$ cat config.mk
export PLATFORM = sky130hd
export DESIGN_NAME = itom_finish_flat
export DESIGN_NICKNAME = d
export VERILOG_FILES = /design/src/itom_pkg.sv /design/src/itom_if.sv /design/src/itom_finish.sv /design/src/flat_wrapper.sv
export SDC_FILE = /design/constraint.sdc
export NUM_CORES = 1
export LEC_CHECK = 0
export BUFFER_PORTS_ARGS = -buffer_cell sky130_fd_sc_hd__buf_2
export CORE_ASPECT_RATIO = 2
export CORE_MARGIN = 2
export CORE_UTILIZATION = 58
export DETAILED_ROUTE_END_ITERATION = 7
export PLACE_DENSITY = 0.87
export SKIP_CTS_REPAIR_TIMING = 1
export SLEW_MARGIN = 5
export SYNTH_ARGS = -nofsm -noshare
export SYNTH_HDL_FRONTEND = slang
export SYNTH_SLANG_ARGS = --single-unit
$ cat constraint.sdc
create_clock -name i_clk -period 5.1 [get_ports i_clk]
set_clock_uncertainty 0.15 [all_clocks]
set_input_delay 0.255 -clock i_clk [delete_from_list [all_inputs] [get_ports i_clk]]
set_output_delay 0.255 -clock i_clk [all_outputs]
set_load 0.1 [all_outputs]
$ cat src/itom_pkg.sv
// Shared types and constants for the interval timer output model.
`default_nettype none

package itom_pkg;

    // Count field width and the wider addend that holds count + 1
    localparam int COUNT_W    = 17;
    localparam int ADD_W      = COUNT_W + 1;
    localparam int MODE_W     = 3;
    localparam int CFG_ADDR_W = 1;
    localparam int CFG_DATA_W = COUNT_W;

    // A written zero count stands for this value
    localparam logic [COUNT_W-1:0] COUNT_WRAP = 17'h10000;

    // Configuration register indexes
    localparam logic [CFG_ADDR_W-1:0] REG_COUNTER_MODE  = 1'b0;
    localparam logic [CFG_ADDR_W-1:0] REG_INITIAL_COUNT = 1'b1;

    // Counter modes; codes 6 and 7 fall back to terminal-count behavior
    typedef enum logic [MODE_W-1:0] {
        MODE_TERMINAL  = 3'd0,
        MODE_ONESHOT   = 3'd1,
        MODE_RATE      = 3'd2,
        MODE_SQUARE    = 3'd3,
        MODE_SW_STROBE = 3'd4,
        MODE_HW_STROBE = 3'd5
    } t_mode;

    // Divider state handed from one cell to the next
    typedef struct packed {
        logic               valid;
        logic [COUNT_W-1:0] rem;
    } t_div_state;

endpackage

`default_nettype wire

$ cat src/itom_if.sv
// Valid/ready channel interfaces for the query and result beats.
`default_nettype none


interface itom_out_if #(
    parameter int TICK_WIDTH = 48
);
    logic                  valid;
    logic                  ready;
    logic                  out_level;
    logic                  has_transition;
    logic [TICK_WIDTH-1:0] next_change_tick;

    modport source (output valid, output out_level, output has_transition,
                    output next_change_tick, input ready);
    modport sink   (input valid, input out_level, input has_transition,
                    input next_change_tick, output ready);
endinterface

`default_nettype wire

$ cat src/itom_finish.sv
// Mode decode of level and next change, then saturating add into the result register.
`default_nettype none

module itom_finish #(
    parameter int TICK_WIDTH = 48
) (
    input  wire                                 i_clk,
    input  wire                                 i_rst_n,
    input  wire  [itom_pkg::MODE_W-1:0]         i_mode,
    input  wire  [itom_pkg::COUNT_W-1:0]        i_cnt,
    input  wire  itom_pkg::t_div_state          i_up,
    input  wire  [TICK_WIDTH-1:0]               i_ticks,
    output logic                                o_up_ready,
    itom_out_if.source                          o_out
);

    localparam int SUM_W = TICK_WIDTH + 1;

    // Decode stage registers
    logic                           r_a_valid;
    logic                           r_a_level;
    logic                           r_a_has;
    logic [TICK_WIDTH-1:0]          r_a_base;
    logic [itom_pkg::ADD_W-1:0]     r_a_add;

    // Result registers
    logic                           r_b_valid;
    logic                           r_b_level;
    logic                           r_b_has;
    logic [TICK_WIDTH-1:0]          r_b_next;

    logic                           w_b_ready;
    logic                           w_lt;
    logic                           w_eq;
    logic                           w_rem_zero;
    logic                           w_ticks_nz;
    logic                           w_rate_hit;
    logic                           w_sq_high;
    logic [itom_pkg::COUNT_W-1:0]   w_half;
    logic [itom_pkg::ADD_W-1:0]     w_cnt_x;
    logic [itom_pkg::ADD_W-1:0]     w_cnt_p1;
    logic [TICK_WIDTH-1:0]          w_period_base;
    logic                           n_level;
    logic                           n_has;
    logic [TICK_WIDTH-1:0]          n_base;
    logic [itom_pkg::ADD_W-1:0]     n_add;
    logic [SUM_W-1:0]               w_sum;
    logic [TICK_WIDTH-1:0]          n_next;

    assign w_b_ready  = !r_b_valid || o_out.ready;
    assign o_up_ready = !r_a_valid || w_b_ready;

    // Compare elapsed ticks with the count and locate the period start
    always_comb begin
        w_lt          = i_ticks < TICK_WIDTH'(i_cnt);
        w_eq          = i_ticks == TICK_WIDTH'(i_cnt);
        w_rem_zero    = i_up.rem == '0;
        w_ticks_nz    = i_ticks != '0;
        w_rate_hit    = w_rem_zero && w_ticks_nz;
        w_half        = itom_pkg::COUNT_W'((itom_pkg::ADD_W'(i_cnt) + 1'b1) >> 1);
        w_sq_high     = i_up.rem < w_half;
        w_cnt_x       = itom_pkg::ADD_W'(i_cnt);
        w_cnt_p1      = w_cnt_x + 1'b1;
        w_period_base = i_ticks - TICK_WIDTH'(i_up.rem);
    end

    // Pick level, presence of a change, and the base plus offset of it
    always_comb begin
        n_level = 1'b0;
        n_has   = 1'b1;
        n_base  = '0;
        n_add   = w_cnt_x;
        unique case (i_mode)
            itom_pkg::MODE_ONESHOT: begin
                n_level = w_lt;
                n_has   = w_lt;
            end
            itom_pkg::MODE_RATE: begin
                n_level = w_rate_hit;
                n_base  = w_period_base;
                n_add   = w_rate_hit ? w_cnt_x : w_cnt_p1;
            end
            itom_pkg::MODE_SQUARE: begin
                n_level = w_sq_high;
                n_base  = w_period_base;
                n_add   = w_sq_high ? itom_pkg::ADD_W'(w_half) : w_cnt_x;
            end
            itom_pkg::MODE_SW_STROBE, itom_pkg::MODE_HW_STROBE: begin
                n_level = w_eq;
                n_has   = w_lt || w_eq;
                n_add   = w_eq ? w_cnt_p1 : w_cnt_x;
            end
            default: begin
                n_level = !w_lt;
                n_has   = w_lt;
            end
        endcase
    end

    always_ff @(posedge i_clk) begin
        if (!i_rst_n) begin
            r_a_valid <= 1'b0;
        end else if (o_up_ready) begin
            r_a_valid <= i_up.valid;
        end
    end

    always_ff @(posedge i_clk) begin
        if (o_up_ready && i_up.valid) begin
            r_a_level <= n_level;
            r_a_has   <= n_has;
            r_a_base  <= n_base;
            r_a_add   <= n_add;
        end
    end

    // Add the offset and saturate at all ones; zero when no change comes
    always_comb begin
        w_sum = {1'b0, r_a_base} + SUM_W'(r_a_add);
        if (!r_a_has) begin
            n_next = '0;
        end else if (w_sum[TICK_WIDTH]) begin
            n_next = '1;
        end else begin
            n_next = w_sum[TICK_WIDTH-1:0];
        end
    end

    always_ff @(posedge i_clk) begin
        if (!i_rst_n) begin
            r_b_valid <= 1'b0;
        end else if (w_b_ready) begin
            r_b_valid <= r_a_valid;
        end
    end

    always_ff @(posedge i_clk) begin
        if (w_b_ready && r_a_valid) begin
            r_b_level <= r_a_level;
            r_b_has   <= r_a_has;
            r_b_next  <= n_next;
        end
    end

    assign o_out.valid            = r_b_valid;
    assign o_out.out_level        = r_b_level;
    assign o_out.has_transition   = r_b_has;
    assign o_out.next_change_tick = r_b_next;

endmodule

`default_nettype wire

$ cat src/flat_wrapper.sv
// flat-port wrapper written by rule: the top's interface ports become plain ports
module itom_finish_flat 
#(
    parameter int TICK_WIDTH = 48
)
  (i_clk, i_rst_n, i_mode, i_cnt, i_up, i_ticks, o_up_ready, o_out_valid, o_out_out_level, o_out_has_transition, o_out_next_change_tick, o_out_ready);
  itom_out_if #(.TICK_WIDTH(TICK_WIDTH)) o_out_i ();
  input  wire i_clk;
  input  wire i_rst_n;
  input  wire  [itom_pkg::MODE_W-1:0] i_mode;
  input  wire  [itom_pkg::COUNT_W-1:0] i_cnt;
  input  wire  itom_pkg::t_div_state i_up;
  input  wire  [TICK_WIDTH-1:0] i_ticks;
  output logic o_up_ready;
  output wire logic [$bits(o_out_i.valid)-1:0] o_out_valid;
  output wire logic [$bits(o_out_i.out_level)-1:0] o_out_out_level;
  output wire logic [$bits(o_out_i.has_transition)-1:0] o_out_has_transition;
  output wire logic [$bits(o_out_i.next_change_tick)-1:0] o_out_next_change_tick;
  input wire logic [$bits(o_out_i.ready)-1:0] o_out_ready;
  assign o_out_valid = o_out_i.valid;
  assign o_out_out_level = o_out_i.out_level;
  assign o_out_has_transition = o_out_i.has_transition;
  assign o_out_next_change_tick = o_out_i.next_change_tick;
  assign o_out_i.ready = o_out_ready;
  itom_finish #(.TICK_WIDTH(TICK_WIDTH)) u_core (.i_clk(i_clk), .i_rst_n(i_rst_n), .i_mode(i_mode), .i_cnt(i_cnt), .i_up(i_up), .i_ticks(i_ticks), .o_up_ready(o_up_ready), .o_out(o_out_i));
endmodule
==> summary.md <==
| Metric | Value |
|---|---|
| Placed cell areas | 0.00984 mm^2 |
| Final Cell Area | 0.0105 mm^2 |
| WL met3 | 1750 um |
| Total number of yosys warnings | 0 |
| Post-route ant nets | 0 |
| Top-count cell post-synth | edfxtp_1 |
| Mapped Cells | 956 |
| WL/cell | 18.8 um |
| Post-synth cell types | 70 |
| Sink of the worst hold path | u_core.r_a_base[45] |
| Seq/Total Area, Yosys | 0.402 |
| Area leader, netlist | edfxtp_1 |
| Max-Cap Viols | 0 |
| Setup TNS | 0 ns |
| Placed cell count | 1277 |
| Final Hold Slack | 0.0242 ns |
| Tmin final | 4.07 ns |
| Vias in the first global route | 7546 |
| Post-synth top flop | edfxtp_1 |
| Die Wd | 91.7 um |
| Final net count | 1268 |
| FMAX | 246 MHz |
| DRC violations left | 0 |
| Placer Congestion | 0.929 |
| CTS buffer count | 25 |
| Top cell type's share of synthesized area | 0.397 |
| Initial core utilization | 0.589 |
| Vias per inst | 6.31 |
| Status | finished, final reports clean |
| Die footprint | 0.0164 mm^2 |
| Clock latency on the worst-skew pair | 0.46 ns |
| Syn nets | 1116 |
| Top post-synthesis cells by count | edfxtp_1 (118), a21oi_1 (94), nor2_1 (73) |
| Dpl ws | 0.766 ns |
| Mean area per synthesized cell | 9.33 um^2 |
| WL final | 24700 um |
| Floorplan Core Area | 0.0151 mm^2 |
| Worst Path Class, Setup | reg2reg |
| Initial drt markers | 609 |
| Power Total | 3.26 mW |
| CTS max path bufs | 3 |
| Initial antenna violation count | 0 |
| Layout Utilization | 0.695 |
| Fraction of registers with async set/reset | 0 |
| Pwr/cell area | 310 mW/mm^2 |
| Seq cells post-synth | 120 |
| FF-to-FF Start | u_core.r_a_add[0] |
| Slew HR | 0.374 |
| H-tree depth | 4 |
| EDFF count, synth | 118 |
| Final Non-Filler Cells | 1312 |
| Final Hold Vio Count | 0 |
| Crit-path max FO | 26 |
| FF-to-FF setup slack | 1.03 ns |
| Mapped Area | 0.00892 mm^2 |
| Antenna diode count | 0 |
| CP endpoint kind | flop |
| Critical Path Start Type | flop |
| Setup ws final | 1.03 ns |
| TritonRoute pass-1 iters | 6 |
| Worst reg2reg endpoint | u_core.o_out.next_change_tick[8] |
| Worst endpoint required time | 5.11 ns |
| Critical path arrival | 4.09 ns |
| Clk root buf | clkbuf_16 |
| # fillers | 1165 |
| Layout area overhead | 18.0% |
| Peak supply drop | 0.133 mV |
| First-pass GRT wire length | 38700 um |
| R2R depth | 11 |
| Share of cells above drive strength 1 | 0.177 |
| Top cells by area, synth | edfxtp_1 (40%), ha_1 (9.7%), a21oi_1 (5.3%), xnor2_1 (4.2%), nor2_1 (3.1%) |
| # rows | 64 |
| Max-slew violation count | 0 |
| Seq. cell area | 0.00358 mm^2 |
| Hpwl dp | 19100 um |
| Met2 routed WL | 12300 um |
| Overflow after GRT | 0 |
| Hold Crit Depth | 3 |
| Die span in y | 179 um |
| Unrepaired setup endpoints after global routing | false |
| Critical Path Start | u_core.r_a_add[0] |
| GRT Overall Usage | 0.297 |
| Max Used Layer | met4 |
| Total number of vias | 8275 |
| Reg clk slew, reported paths | 0.05 ns |
| Multi-input logic area | 0.00496 mm^2 |
| Hold path startpoint | i_ticks[45] |
| Crit share post-route | 0.798 |
| Pin count of the biggest net entering global routing | 60 |
| Total leakage power | 4.31 nW |
| Setup Viol. Count Final | 0 |
| # clock sinks | 120 |
| Hold Path Class | in2reg |
| Routed met1 length | 9730 um |
| PortBufs | 140 |
| CTS tree | built |
| Slew @ Worst Pin | 0.930 ns |
| I/O pins | 141 |
## layer usage
metal,vias up,GRT usage
met5,-,0
met3,60,0.0314
met2,442,0.517
met1,3844,0.376
li1,3929,-
met4,0,0.125
## logic make-up after synthesis
kind of cell	synth area share
and+or+nand+nor	0.203
adders and majority gates	0.101
muxes	0.00112
buffers and inverters	0.0425
DFF	0.402
AOI/OAI and AO/OA	0.196
xor gates and xnor gates	0.0550
## cell usage in the layout (no fill, tap or decap), types with 5 or more instances in the layout
cell,count
buf_2,140
edfxtp_1,118
a21oi_1,94
nor2_1,73
inv_1,71
ha_1,69
nand2_1,65
xnor2_1,43
nor3_1,40
o21ai_0,37
nand3_1,30
clkbuf_16,25
a21o_1,22
or3_1,20
or4_1,19
and3_1,18
nor2b_1,16
o211ai_1,16
nor4_1,14
xor2_1,13
nand4_1,13
o31ai_1,10
buf_4,10
nand2b_1,9
a31oi_1,8
a311oi_1,8
a21boi_0,7
o21a_1,7
a222oi_1,6
a211oi_1,5
o31a_1,5
## power by group
group          switching (mW)  internal [mW]
Clock                   0.429          0.867
Sequential             0.0302           1.17
Combinational           0.525          0.241
## sequential cells by signal, summed over array words and instances (netlist names)
register                       count
u_core.o_out.valid                 1
u_core.r_a_valid                   1
u_core.o_out.out_level             1
u_core.r_a_level                   1
u_core.r_a_base                   48
u_core.r_a_add                    18
u_core.o_out.has_transition        1
u_core.r_a_has                     1
u_core.o_out.next_change_tick     48
## worst max-delay path, stage by stage (launching register included)
cell,delay (ns)
edfxtp_1,0.40
ha_1,0.25
inv_1,0.08
fa_1,0.21
nor2b_1,0.07
o31a_1,0.29
o31ai_1,0.46
a21oi_1,0.21
a21oi_1,0.49
or3b_1,0.76
buf_4,0.29
a21oi_1,0.10
## cell type report
type                    count  area share
clock buffers              27      0.0602
clock inverters             6     0.00262
inverters                  72      0.0257
multi-input cells         737       0.472
flip-flops and latches    120       0.341
well taps                 198      0.0235
repair buffers            152      0.0756
## how the worst max path moves through the flow
| stage | endpoint | slack (ns) | cells after the start |
|---|---|---|---|
| floorplan | u_core.r_a_add[6] | 1.10 | 17 |
| global placement | u_core.r_a_level | 0.87 | 18 |
| detailed placement | u_core.r_a_level | 0.77 | 18 |
| CTS | u_core.o_out.next_change_tick[9] | 1.10 | 11 |
| global route | u_core.o_out.next_change_tick[8] | 0.85 | 11 |
| finish | u_core.o_out.next_change_tick[8] | 1.03 | 11 |
Note: power is estimated with default switching activity, not from simulation.
